`src/design/ctwm_pkg.sv`:
```
// Shared types, constants and helper functions for the cosmic track window matcher.
`default_nettype none

package ctwm_pkg;

    localparam int WINDOW_DEPTH_DEF = 16;
    localparam int FRAME_HITS_DEF   = 65536;
    localparam int NUM_PATTERNS     = 13;
    localparam int GRID_BITS        = 9;
    localparam int MID_DEPTH        = 2;
    localparam int OUT_DEPTH        = 4;

    localparam logic [15:0] WINDOW_RESET = 16'd100;

    localparam logic [GRID_BITS-1:0] TRACK_SHAPES [NUM_PATTERNS] = '{
        9'h124, 9'h092, 9'h049, 9'h111, 9'h054, 9'h112, 9'h0A4,
        9'h089, 9'h052, 9'h051, 9'h114, 9'h0A2, 9'h08A
    };

    typedef struct packed {
        logic [31:0] hit_time;
        logic [1:0]  hit_row;
        logic [1:0]  hit_col;
        logic        frame_end;
    } hit_t;

    typedef struct packed {
        logic [15:0] first_hit;
        logic [4:0]  hit_count;
        logic [3:0]  pattern_index;
        logic        overflow;
        logic        last_result;
    } result_t;

    typedef struct packed {
        logic [31:0]          hit_time;
        logic [GRID_BITS-1:0] cell_bits;
        logic                 frame_end;
    } item_t;

    typedef struct packed {
        logic idle;
        logic pend_valid;
    } back_stat_t;

    // one-hot grid cell, nothing for a row or column of 3
    function automatic logic [GRID_BITS-1:0] cell_bits(input logic [1:0] row,
                                                       input logic [1:0] col);
        logic [GRID_BITS-1:0] b;
        logic [3:0]           pos;
        b   = '0;
        pos = {2'b00, row} * 4'd3 + {2'b00, col};
        if (row < 2'd3 && col < 2'd3)
        begin
            b[pos] = 1'b1;
        end
        return b;
    endfunction

    // {found, index} of the first pattern contained in the grid
    function automatic logic [4:0] match_grid(input logic [GRID_BITS-1:0] grid);
        logic       found;
        logic [3:0] idx;
        found = 1'b0;
        idx   = '0;
        for (int p = NUM_PATTERNS - 1; p >= 0; p--)
        begin
            if ((grid & TRACK_SHAPES[p]) == TRACK_SHAPES[p])
            begin
                found = 1'b1;
                idx   = 4'(p);
            end
        end
        return {found, idx};
    endfunction

endpackage

`default_nettype wire

```
`src/design/ctwm_fifo.sv`:
```
// Small register queue used between the front and back parts and on the result side.
`default_nettype none

module ctwm_fifo #(
    parameter int W     = 8,
    parameter int DEPTH = 2
) (
    input  wire logic         clk,
    input  wire logic         rst_n,
    input  wire logic         push,
    input  wire logic [W-1:0] wdata,
    output logic              full,
    input  wire logic         pop,
    output logic [W-1:0]      rdata,
    output logic              empty
);

    localparam int PW = (DEPTH > 1) ? $clog2(DEPTH) : 1;
    localparam int CW = $clog2(DEPTH + 1);
    localparam logic [PW-1:0] LAST_PTR = PW'(DEPTH - 1);
    localparam logic [CW-1:0] DEPTH_C  = CW'(DEPTH);

    logic [W-1:0]  mem [DEPTH];
    logic [PW-1:0] wr_ptr_reg, wr_ptr_next;
    logic [PW-1:0] rd_ptr_reg, rd_ptr_next;
    logic [CW-1:0] count_reg, count_next;
    logic          do_push, do_pop;

    assign full    = (count_reg == DEPTH_C);
    assign empty   = (count_reg == '0);
    assign do_push = push && !full;
    assign do_pop  = pop && !empty;
    assign rdata   = mem[rd_ptr_reg];

    always_comb
    begin
        wr_ptr_next = wr_ptr_reg;
        rd_ptr_next = rd_ptr_reg;
        count_next  = count_reg;
        if (do_push)
        begin
            wr_ptr_next = (wr_ptr_reg == LAST_PTR) ? '0 : wr_ptr_reg + 1'b1;
        end
        if (do_pop)
        begin
            rd_ptr_next = (rd_ptr_reg == LAST_PTR) ? '0 : rd_ptr_reg + 1'b1;
        end
        if (do_push && !do_pop)
        begin
            count_next = count_reg + 1'b1;
        end
        else if (do_pop && !do_push)
        begin
            count_next = count_reg - 1'b1;
        end
    end

    always_ff @(posedge clk or negedge rst_n)
    begin
        if (!rst_n)
        begin
            wr_ptr_reg <= '0;
            rd_ptr_reg <= '0;
            count_reg  <= '0;
        end
        else
        begin
            wr_ptr_reg <= wr_ptr_next;
            rd_ptr_reg <= rd_ptr_next;
            count_reg  <= count_next;
        end
    end

    always_ff @(posedge clk)
    begin
        if (do_push)
        begin
            mem[wr_ptr_reg] <= wdata;
        end
    end

endmodule

`default_nettype wire

```
`src/design/ctwm_front.sv`:
```
// Front part: accepts hits and turns row and column into a grid cell mask.
`default_nettype none

module ctwm_front (
    input  wire logic           clk,
    input  wire logic           rst_n,
    input  wire logic           push,
    input  wire ctwm_pkg::hit_t hit,
    output logic                full,
    output logic                q_push,
    output ctwm_pkg::item_t     q_item,
    input  wire logic           q_full
);

    import ctwm_pkg::*;

    logic  valid_reg, valid_next;
    item_t item_reg, item_next;
    logic  accept;

    assign full   = valid_reg && q_full;
    assign accept = push && !full;
    assign q_push = valid_reg;
    assign q_item = item_reg;

    always_comb
    begin
        valid_next = valid_reg;
        item_next  = item_reg;
        if (accept)
        begin
            valid_next          = 1'b1;
            item_next.hit_time  = hit.hit_time;
            item_next.cell_bits = cell_bits(hit.hit_row, hit.hit_col);
            item_next.frame_end = hit.frame_end;
        end
        else if (valid_reg && !q_full)
        begin
            valid_next = 1'b0;
        end
    end

    always_ff @(posedge clk or negedge rst_n)
    begin
        if (!rst_n)
        begin
            valid_reg <= 1'b0;
        end
        else
        begin
            valid_reg <= valid_next;
        end
    end

    always_ff @(posedge clk)
    begin
        item_reg <= item_next;
    end

endmodule

`default_nettype wire

```
`src/design/ctwm_back.sv`:
```
// Back part: hit buffer, window closing sequencer and pattern match.
`default_nettype none

module ctwm_back #(
    parameter int WINDOW_DEPTH = ctwm_pkg::WINDOW_DEPTH_DEF,
    parameter int FRAME_HITS   = ctwm_pkg::FRAME_HITS_DEF
) (
    input  wire logic            clk,
    input  wire logic            rst_n,
    input  wire logic [15:0]     window,
    input  wire logic            q_empty,
    input  wire ctwm_pkg::item_t q_item,
    output logic                 q_pop,
    input  wire logic            out_full,
    output logic                 out_push,
    output ctwm_pkg::result_t    out_data,
    output ctwm_pkg::back_stat_t stat
);

    import ctwm_pkg::*;

    localparam int CW = $clog2(WINDOW_DEPTH + 1);
    localparam int AW = $clog2(WINDOW_DEPTH);
    localparam logic [CW-1:0] DEPTH_C = CW'(WINDOW_DEPTH);
    localparam logic [15:0]   IDX_CAP = (FRAME_HITS - 1 > 65535) ? 16'hFFFF
                                                                 : 16'(FRAME_HITS - 1);

    localparam logic [2:0] S_IDLE  = 3'd0;
    localparam logic [2:0] S_CHECK = 3'd1;
    localparam logic [2:0] S_STORE = 3'd2;
    localparam logic [2:0] S_DRAIN = 3'd3;
    localparam logic [2:0] S_FLUSH = 3'd4;

    logic [2:0]           state_reg, state_next;
    item_t                item_reg, item_next;
    logic [CW-1:0]        count_reg, count_next;
    logic [15:0]          idx_reg, idx_next;
    logic                 pend_valid_reg, pend_valid_next;
    result_t              pend_reg, pend_next;

    logic [31:0]          times_reg [WINDOW_DEPTH];
    logic [GRID_BITS-1:0] grid_reg  [WINDOW_DEPTH];

    logic [31:0] elapsed;
    logic        timeout;
    logic [4:0]  match;
    result_t     cand;
    logic        close_en, close_ovf, stall_close;
    logic        do_pop, do_store;

    assign elapsed     = item_reg.hit_time - times_reg[0];
    assign timeout     = (count_reg >= CW'(2)) && (elapsed > {16'b0, window});
    assign match       = match_grid(grid_reg[0]);
    assign stall_close = match[4] && pend_valid_reg && out_full;

    always_comb
    begin
        cand.first_hit     = idx_reg;
        cand.hit_count     = 5'(count_reg);
        cand.pattern_index = match[3:0];
        cand.overflow      = close_ovf;
        cand.last_result   = 1'b0;
    end

    always_comb
    begin
        state_next      = state_reg;
        item_next       = item_reg;
        count_next      = count_reg;
        idx_next        = idx_reg;
        pend_valid_next = pend_valid_reg;
        pend_next       = pend_reg;
        q_pop           = 1'b0;
        out_push        = 1'b0;
        out_data        = pend_reg;
        close_en        = 1'b0;
        close_ovf       = 1'b0;
        do_pop          = 1'b0;
        do_store        = 1'b0;

        case (state_reg)
            S_IDLE:
            begin
                if (!q_empty)
                begin
                    q_pop      = 1'b1;
                    item_next  = q_item;
                    state_next = S_CHECK;
                end
            end
            S_CHECK:
            begin
                if (timeout)
                begin
                    close_en = 1'b1;
                end
                else if (count_reg >= DEPTH_C)
                begin
                    close_en  = 1'b1;
                    close_ovf = 1'b1;
                end
                else
                begin
                    do_store   = 1'b1;
                    state_next = item_reg.frame_end ? S_DRAIN : S_FLUSH;
                end
            end
            S_STORE:
            begin
                do_store   = 1'b1;
                state_next = item_reg.frame_end ? S_DRAIN : S_FLUSH;
            end
            S_DRAIN:
            begin
                if (count_reg >= CW'(3))
                begin
                    close_en = 1'b1;
                end
                else
                begin
                    count_next = '0;
                    idx_next   = '0;
                    state_next = S_FLUSH;
                end
            end
            S_FLUSH:
            begin
                if (!pend_valid_reg)
                begin
                    state_next = S_IDLE;
                end
                else if (!out_full)
                begin
                    out_push             = 1'b1;
                    out_data.last_result = 1'b1;
                    pend_valid_next      = 1'b0;
                    state_next           = S_IDLE;
                end
            end
            default:
            begin
                state_next = S_IDLE;
            end
        endcase

        // the oldest window closes with every buffered hit
        if (close_en && !stall_close)
        begin
            do_pop = 1'b1;
            if (match[4])
            begin
                out_push        = pend_valid_reg;
                pend_next       = cand;
                pend_valid_next = 1'b1;
            end
            if (close_ovf)
            begin
                state_next = S_STORE;
            end
        end

        if (do_pop)
        begin
            count_next = count_reg - 1'b1;
            idx_next   = (idx_reg < IDX_CAP) ? idx_reg + 16'd1 : idx_reg;
        end
        else if (do_store)
        begin
            count_next = count_reg + 1'b1;
        end
    end

    always_ff @(posedge clk or negedge rst_n)
    begin
        if (!rst_n)
        begin
            state_reg      <= S_IDLE;
            count_reg      <= '0;
            idx_reg        <= '0;
            pend_valid_reg <= 1'b0;
        end
        else
        begin
            state_reg      <= state_next;
            count_reg      <= count_next;
            idx_reg        <= idx_next;
            pend_valid_reg <= pend_valid_next;
        end
    end

    always_ff @(posedge clk)
    begin
        item_reg <= item_next;
        pend_reg <= pend_next;
    end

    // hit buffer, oldest at entry 0; grid_reg holds the OR of cells from that entry on
    always_ff @(posedge clk)
    begin
        if (do_pop)
        begin
            for (int k = 0; k < WINDOW_DEPTH - 1; k++)
            begin
                times_reg[k] <= times_reg[k + 1];
                grid_reg[k]  <= grid_reg[k + 1];
            end
        end
        else if (do_store)
        begin
            for (int k = 0; k < WINDOW_DEPTH; k++)
            begin
                if (AW'(k) == count_reg[AW-1:0])
                begin
                    times_reg[k] <= item_reg.hit_time;
                    grid_reg[k]  <= item_reg.cell_bits;
                end
                else if (CW'(k) < count_reg)
                begin
                    grid_reg[k] <= grid_reg[k] | item_reg.cell_bits;
                end
            end
        end
    end

    assign stat.idle       = (state_reg == S_IDLE);
    assign stat.pend_valid = pend_valid_reg;

endmodule

`default_nettype wire

```
`src/design/cosmic_track_window_matcher_unit.sv`:
```
// Top level of the cosmic track window matcher: front, hit queue, back and result queue.
//
//  channel   direction  handshake           payload
//  hit       in         push / full         ctwm_pkg::hit_t
//  result    out        pop / empty         ctwm_pkg::result_t
//  window    in         window_we           window_data, 16 bit
//
// A hit passes the front register and the hit queue; the back sequencer then pops it,
// closes the windows it ends, stores it, drains the buffer at a frame end and flushes
// the pending result; it closes one window a cycle unless a full result queue holds it.
// Reset (rst_n, asynchronous) empties the buffer and queues and sets the window to 100.
// A full result queue holds the back sequencer; the hit queue then fills and raises full.
`default_nettype none

module cosmic_track_window_matcher_unit #(
    parameter int WINDOW_DEPTH = ctwm_pkg::WINDOW_DEPTH_DEF,
    parameter int FRAME_HITS   = ctwm_pkg::FRAME_HITS_DEF
) (
    input  wire logic              clk,
    input  wire logic              rst_n,
    input  wire logic              push,
    input  wire ctwm_pkg::hit_t    hit,
    output logic                   full,
    input  wire logic              pop,
    output ctwm_pkg::result_t      result,
    output logic                   empty,
    input  wire logic              window_we,
    input  wire logic [15:0]       window_data
);

    import ctwm_pkg::*;

    logic [15:0] window_reg, window_next;

    logic       mid_push, mid_full, mid_pop, mid_empty;
    item_t      mid_in, mid_out;
    logic [$bits(item_t)-1:0] mid_rdata;

    logic       out_push, out_full;
    result_t    out_data;
    logic [$bits(result_t)-1:0] out_rdata;
    back_stat_t stat;

    assign window_next = window_we ? window_data : window_reg;

    always_ff @(posedge clk or negedge rst_n)
    begin
        if (!rst_n)
        begin
            window_reg <= WINDOW_RESET;
        end
        else
        begin
            window_reg <= window_next;
        end
    end

    ctwm_front u_front (
        .clk    (clk),
        .rst_n  (rst_n),
        .push   (push),
        .hit    (hit),
        .full   (full),
        .q_push (mid_push),
        .q_item (mid_in),
        .q_full (mid_full)
    );

    ctwm_fifo #(
        .W     ($bits(item_t)),
        .DEPTH (MID_DEPTH)
    ) u_mid_q (
        .clk   (clk),
        .rst_n (rst_n),
        .push  (mid_push),
        .wdata (mid_in),
        .full  (mid_full),
        .pop   (mid_pop),
        .rdata (mid_rdata),
        .empty (mid_empty)
    );

    assign mid_out = item_t'(mid_rdata);

    ctwm_back #(
        .WINDOW_DEPTH (WINDOW_DEPTH),
        .FRAME_HITS   (FRAME_HITS)
    ) u_back (
        .clk      (clk),
        .rst_n    (rst_n),
        .window   (window_reg),
        .q_empty  (mid_empty),
        .q_item   (mid_out),
        .q_pop    (mid_pop),
        .out_full (out_full),
        .out_push (out_push),
        .out_data (out_data),
        .stat     (stat)
    );

    ctwm_fifo #(
        .W     ($bits(result_t)),
        .DEPTH (OUT_DEPTH)
    ) u_out_q (
        .clk   (clk),
        .rst_n (rst_n),
        .push  (out_push),
        .wdata (out_data),
        .full  (out_full),
        .pop   (pop),
        .rdata (out_rdata),
        .empty (empty)
    );

    assign result = result_t'(out_rdata);

`ifndef SYNTHESIS
    a_no_push_when_full: assert property (@(posedge clk) disable iff (!rst_n)
        out_push |-> !out_full)
        else $error("result pushed into a full queue");

    a_idle_no_pending: assert property (@(posedge clk) disable iff (!rst_n)
        stat.idle |-> !stat.pend_valid)
        else $error("back part idle with a result still pending");

    a_last_clears: assert property (@(posedge clk) disable iff (!rst_n)
        (out_push && out_data.last_result) |=> !stat.pend_valid)
        else $error("pending result left after the last transaction of a hit");
`endif

endmodule

`default_nettype wire
```
`config.mk`:
```
export PLATFORM = sky130hd
export DESIGN_NAME = cosmic_track_window_matcher_unit
export DESIGN_NICKNAME = d
export VERILOG_FILES = /design/src/design/ctwm_pkg.sv /design/src/design/ctwm_fifo.sv /design/src/design/ctwm_front.sv /design/src/design/ctwm_back.sv /design/src/design/cosmic_track_window_matcher_unit.sv
export SDC_FILE = /design/constraint.sdc
export NUM_CORES = 1
export LEC_CHECK = 0
export ABC_AREA = 1
export BUFFER_PORTS_ARGS = -buffer_cell sky130_fd_sc_hd__buf_2
export CAP_MARGIN = 5
export CORE_UTILIZATION = 30
export CTS_CLUSTER_SIZE = 40
export DETAILED_ROUTE_END_ITERATION = 8
export GPL_TIMING_DRIVEN = 0
export PLACE_DENSITY = 0.52
export SLEW_MARGIN = 15
export SYNTH_ARGS = -nofsm -noshare
export SYNTH_HDL_FRONTEND = slang
export SYNTH_SLANG_ARGS = --single-unit
```
`constraint.sdc`:
```
create_clock -name clk -period 10.3 [get_ports clk]
set_input_delay 3.09 -clock clk [delete_from_list [all_inputs] [get_ports clk]]
set_output_delay 3.09 -clock clk [all_outputs]
set_load 0.01 [all_outputs]
```
==> results of run 1 <==
## final cells by class
type / count / area, sq um
multi-input combinational: 2701 / 12800
tap: 2016 / 2520
sequential: 1011 / 30100
buffer: 199 / 988
timing repair buffer: 103 / 786
clock inverter: 50 / 474
inverter: 375 / 1410
fill: 15000 / 97600
clock buffer: 146 / 2870
## metrics by stage
stage,std cells,hold slack (ns)
after floorplan,4286,0.421
after global placement,6388,0.427
after detailed placement,6405,0.430
after CTS,6601,0.441
after global routing,6601,0.448
final,6601,0.438
## routing by layer
layer  track usage  vias up  part of all wire
met4        0.0346        0             0.018
met3        0.0267      141             0.060
met1         0.200    13900              0.47
li1              -    15000                 -
met5             0        -                 0
met2         0.223      670              0.45
## cell families after synthesis
| family | Yosys count |
|---|---|
| muxes | 2 |
| and+or+nand+nor | 1992 |
| AOI/OAI and AO/OA | 607 |
| xor gates and xnor gates | 32 |
| buffers and inverters | 574 |
| DFF | 1011 |
| adders and majority gates | 68 |
## worst max path at each step
stage,slack (ns),depth (start not counted),end
3_3_place_gp,1.23,26,u_out_q.mem[3][23]
4_1_cts,3.28,27,u_back.times_reg[0][171]
3_5_place_dp,3.35,27,u_back.times_reg[1][16]
5_1_grt,3.08,27,u_back.times_reg[0][20]
6_report,3.68,28,u_back.times_reg[0][19]
2_1_floorplan,4.74,27,u_out_q.mem[0][0]
## cells in the final DEF (no fill, tap or decap), types with 6 or more instances in the layout
cell type,Yosys,layout
nor2_4,1,6
o22ai_1,28,28
a21oi_1,31,31
xor2_1,25,25
clkbuf_1,100,134
buf_12,0,10
clkinv_2,0,15
o21ai_2,9,9
nor3_1,16,15
edfxtp_1,958,958
dfrtp_1,50,50
o211ai_1,91,91
inv_1,370,369
nand4_1,16,16
buf_2,67,152
o21ai_1,37,38
xnor2_1,7,7
nand3_1,312,312
clkbuf_16,0,107
or2_2,7,7
o2111ai_1,7,7
nand2_1,1441,1426
ha_1,64,64
buf_6,10,10
o21ai_0,383,382
clkinv_1,4,24
nor2_1,171,166
nand2_2,6,21
buf_4,16,19
==> metrics.cfg, run 1 <==
[worst_setup_path]
worstSetupPathType = flip-flop to flip-flop
regToRegEndpoint = u_back.times_reg[0][19]
crit_fanout = 32
critPathSlowestCell = clkbuf_1
crit_required_ns = 10.55
crit_buf_inv = 5
r2r_start = u_back.item_reg[10]
cpMostUsedCell = nand2_1
crit_family = simple AND/OR/NAND/NOR gates
crit_start = u_back.item_reg[10]
r2r_slack_ns = 3.68
r2r_cells = 28
arrival_ns = 6.87
cp-end-kind = flip-flop
start_kind = flip-flop
cpPeakStageDelay_ns = 0.52

[logic_synthesis]
synth_enable_flop_cells = 958
synth_xor_area_frac = 0.00621
syn_avg_cell_area_sq_um = 10.5
synth_top_area_share = 0.637
synth.distinct_cells = 50
muxShareOfSynthArea = 0.000499
synthAdderAreaFrac = 0.0195
async_flop_share = 0.0524
synth_seq_cells = 1011
yosysWarnings = 0
ys.flop_type = edfxtp_1
synth-simple-area-share = 0.179
synth_top_area_cell = edfxtp_1
synth_cells = 4286
syn_nets = 4412
yosysMostFrequentCell = nand2_1
synth_compound_area_frac = 0.0755
yosys-top-cells-count = nand2_1, edfxtp_1, o21ai_0
synth_top_family_by_area = simple AND/OR/NAND/NOR gates
synth_area_leaders = edfxtp_1, nand2_1, o21ai_0
synth_area_sq_um = 45200
seq_area_frac_synth = 0.666

[finish]
nets = 4622
layout-drive-gt1-share = 0.0890
n_antenna_cell = 0
syn_to_final_growth_pct = 15.1
finish.instance_area_sq_um = 52000
post-route-util = 0.347
largest_reg_flops = 512

[min_path]
hp-start = u_front.q_item[8]
worstHoldPathCells = 0
hold_end = u_mid_q.mem[1][8]
hold_class = flip-flop to flip-flop

[clocking]
postCtsSetupBuffers = 0
clockBufferDepth = 3
clkLatencyLatePin_ns = 0.75
root_buffer = clkbuf_16
clock-sinks = 1011
ctsHoldBuffers = 0
cts_resized = 0
cts_max_level = 3
path_clk_slew_ns = 0.06
cts_tree = done
numCtsBuffers = 105

[detailed_routing]
drc = 0
avgRoutedWirePerCell_um = 16.4
drt_pre_antenna_iters = 8
drt_iter0_drc = 2064
routed_via_density = 4.50
finalWirelength_um = 108000
vias = 29700
antenna_left = 0

[placed_design]
routabilityCongestion = 0.860
placed_area_sq_um = 48600
hpwl_um = 80200
io_buffers = 86
post-place-ws_ns = 3.35

[sta]
setup_slack_ns = 3.68
slew_viol_final = 0
fmax_mhz = 151
setup_viol = 0
rsz0062_at_grt = false
slew_headroom = 0.271
hold_violations = 0
finalCritPeriodShare = 0.643
fin_skew_ns = 0.0731
worstMarginPinSlew_ns = 1.09
fin_crit_ns = 6.62
fin_tns_setup_ns = 0

[floorplanning]
fp.dieW_um = 390
coreArea_sq_um = 150000
die_height_um = 390
rows = 142
start_util = 0.302
die-area_sq_um = 152000
io_pins = 87

[grt]
grt_pass1_wl_um = 167000
grt_pass1_vias = 28700
antenna_found_initial = 7
grt_usage = 0.141
grt_max_degree = 49
overflow = 0

[job]
drv_cap = 0

[run_status]
status = finished, final reports clean

Power of run 1 is not shown: default switching activity piles up to over one toggle a cycle in this logic, so the estimate is an artifact.
==> run 2: changes to the inputs <==
PLACE_DENSITY = 0.54   (was 0.52)
clock period = 5.7 ns   (was 10.3 ns; I/O delays follow)
==> run 2 against run 1 <==
  * Via count grew 0.80%
  * Critical path depth is the same
  * Critical endpoint is now u_out_q.count_reg[1]
  * Fmax grew 25%
  * Highest routed layer unchanged
==> metrics.cfg, run 2 (synthesis gave the netlist of run 1 again) <==
[clocking]
clkLatencyLatePin_ns = 0.73
cts_max_level = 3
cts_tree = done
path_clk_slew_ns = 0.06
numCtsBuffers = 104
root_buffer = clkbuf_16
clockBufferDepth = 3
clock-sinks = 1011
ctsHoldBuffers = 0

[worst_setup_path]
cpMostUsedCell = nand2_1
crit_required_ns = 6.29
regToRegEndpoint = u_out_q.count_reg[1]
worstSetupPathType = flip-flop to flip-flop
crit_cells = 28
critPathSlowestCell = edfxtp_1
crit_buf_inv = 2
r2r_slack_ns = 0.40
start_kind = flip-flop
arrival_ns = 5.89
crit_fanout = 5
crit_end = u_out_q.count_reg[1]
cp-end-kind = flip-flop
r2r_cells = 28
r2r_start = u_back.item_reg[17]
crit_start = u_back.item_reg[17]
cpPeakStageDelay_ns = 0.66
crit_family = simple AND/OR/NAND/NOR gates

[floorplanning]
die-area_sq_um = 152000
fp.dieW_um = 390
coreArea_sq_um = 150000
die_height_um = 390
start_util = 0.302
rows = 142
io_pins = 87

[finish]
post-route-util = 0.350
largest_reg_flops = 512
final_common_cell = nand2_1
layout-drive-gt1-share = 0.0956
final_cell_mix = nand2_1, edfxtp_1, o21ai_0, inv_1, nand3_1
n_fill_cell = 14900
nets = 4622
syn_to_final_growth_pct = 16.1

[run_status]
status = finished, final reports clean

[sta]
fin_crit_ns = 5.30
finalCritPeriodShare = 0.930
slew_viol_final = 0
hold_violations = 0
setup_viol = 0
fin_skew_ns = 0.0529
rsz0062_at_grt = false
fmax_mhz = 189
worstMarginPinSlew_ns = 1.20
hold_slack_ns = 0.442
slew_headroom = 0.192

[grt]
overflow = 0
grt_usage = 0.139
grt_max_degree = 49
grt_pass1_wl_um = 165000
grt_pass1_vias = 28700
antenna_found_initial = 6

[placed_design]
routabilityCongestion = 0.848
io_buffers = 86
hpwl_um = 79300

[min_path]
hp-start = u_front.q_item[9]
hold_class = flip-flop to flip-flop

[detailed_routing]
drt_pre_antenna_iters = 8
drc = 0
vias = 30000
drt_iter0_drc = 2359
routed_via_density = 4.54
finalWirelength_um = 106000
avgRoutedWirePerCell_um = 16.1
antenna_left = 0

[job]
drv_cap = 0

run 2: area by class of cell:
| class | count | area, sq um | share of cell area |
|---|---|---|---|
| Sequential cell | 1011 | 30100 | 0.574 |
| Buffer | 197 | 1010 | 0.0193 |
| Timing Repair Buffer | 106 | 822 | 0.0157 |
| Tap cell | 2016 | 2520 | 0.0481 |
| Inverter | 375 | 1410 | 0.0268 |
| Antenna cell | 1 | 2.50 | 0.0000477 |
| Clock buffer | 126 | 2700 | 0.0514 |
| Clock inverter | 66 | 754 | 0.0144 |
| Multi-Input combinational cell | 2701 | 13100 | 0.250 |
run 2: worst min-delay path by stage:
| stage | end | slack, ns | cells after the start |
|---|---|---|---|
| CTS | u_mid_q.mem[1][9] | 0.44 | 0 |
| global placement | u_mid_q.mem[0][6] | 0.43 | 0 |
| finish | u_mid_q.mem[0][9] | 0.44 | 0 |
| global route | u_mid_q.mem[1][7] | 0.45 | 0 |
| floorplan | u_mid_q.mem[0][0] | 0.42 | 0 |
| detailed placement | u_mid_q.mem[0][9] | 0.43 | 0 |
run 2: through the flow:
step	instance area, sq um	worst slack [ns]	cells	TNS (ns)
floorplan	45200	0.135	4286	0
global placement	48100	-3.31	6388	-1166.33
detailed placement	48600	-1.31	6404	-703.16
CTS	52400	0.00126	6599	0
global route	52400	0.0314	6598	0
finish	52400	0.397	6599	0
run 2: what timing repair did:
item | CTS | global route
pin swaps | 3 | 0
resized for setup | 69 | 13
endpoints found under the setup margin | 1322 | 896
buffers inserted | 4 | 0
run 2: routing by layer:
layer  vias to the layer above  routed length, um  GRT usage
met4                         0               2490     0.0388
met2                       710              47300      0.218
met1                     14100              50200      0.197
met5                         -                  0          0
met3                       167               6200     0.0249
li1                      15000                  -          -
Power of run 2 is left out for the same reason.
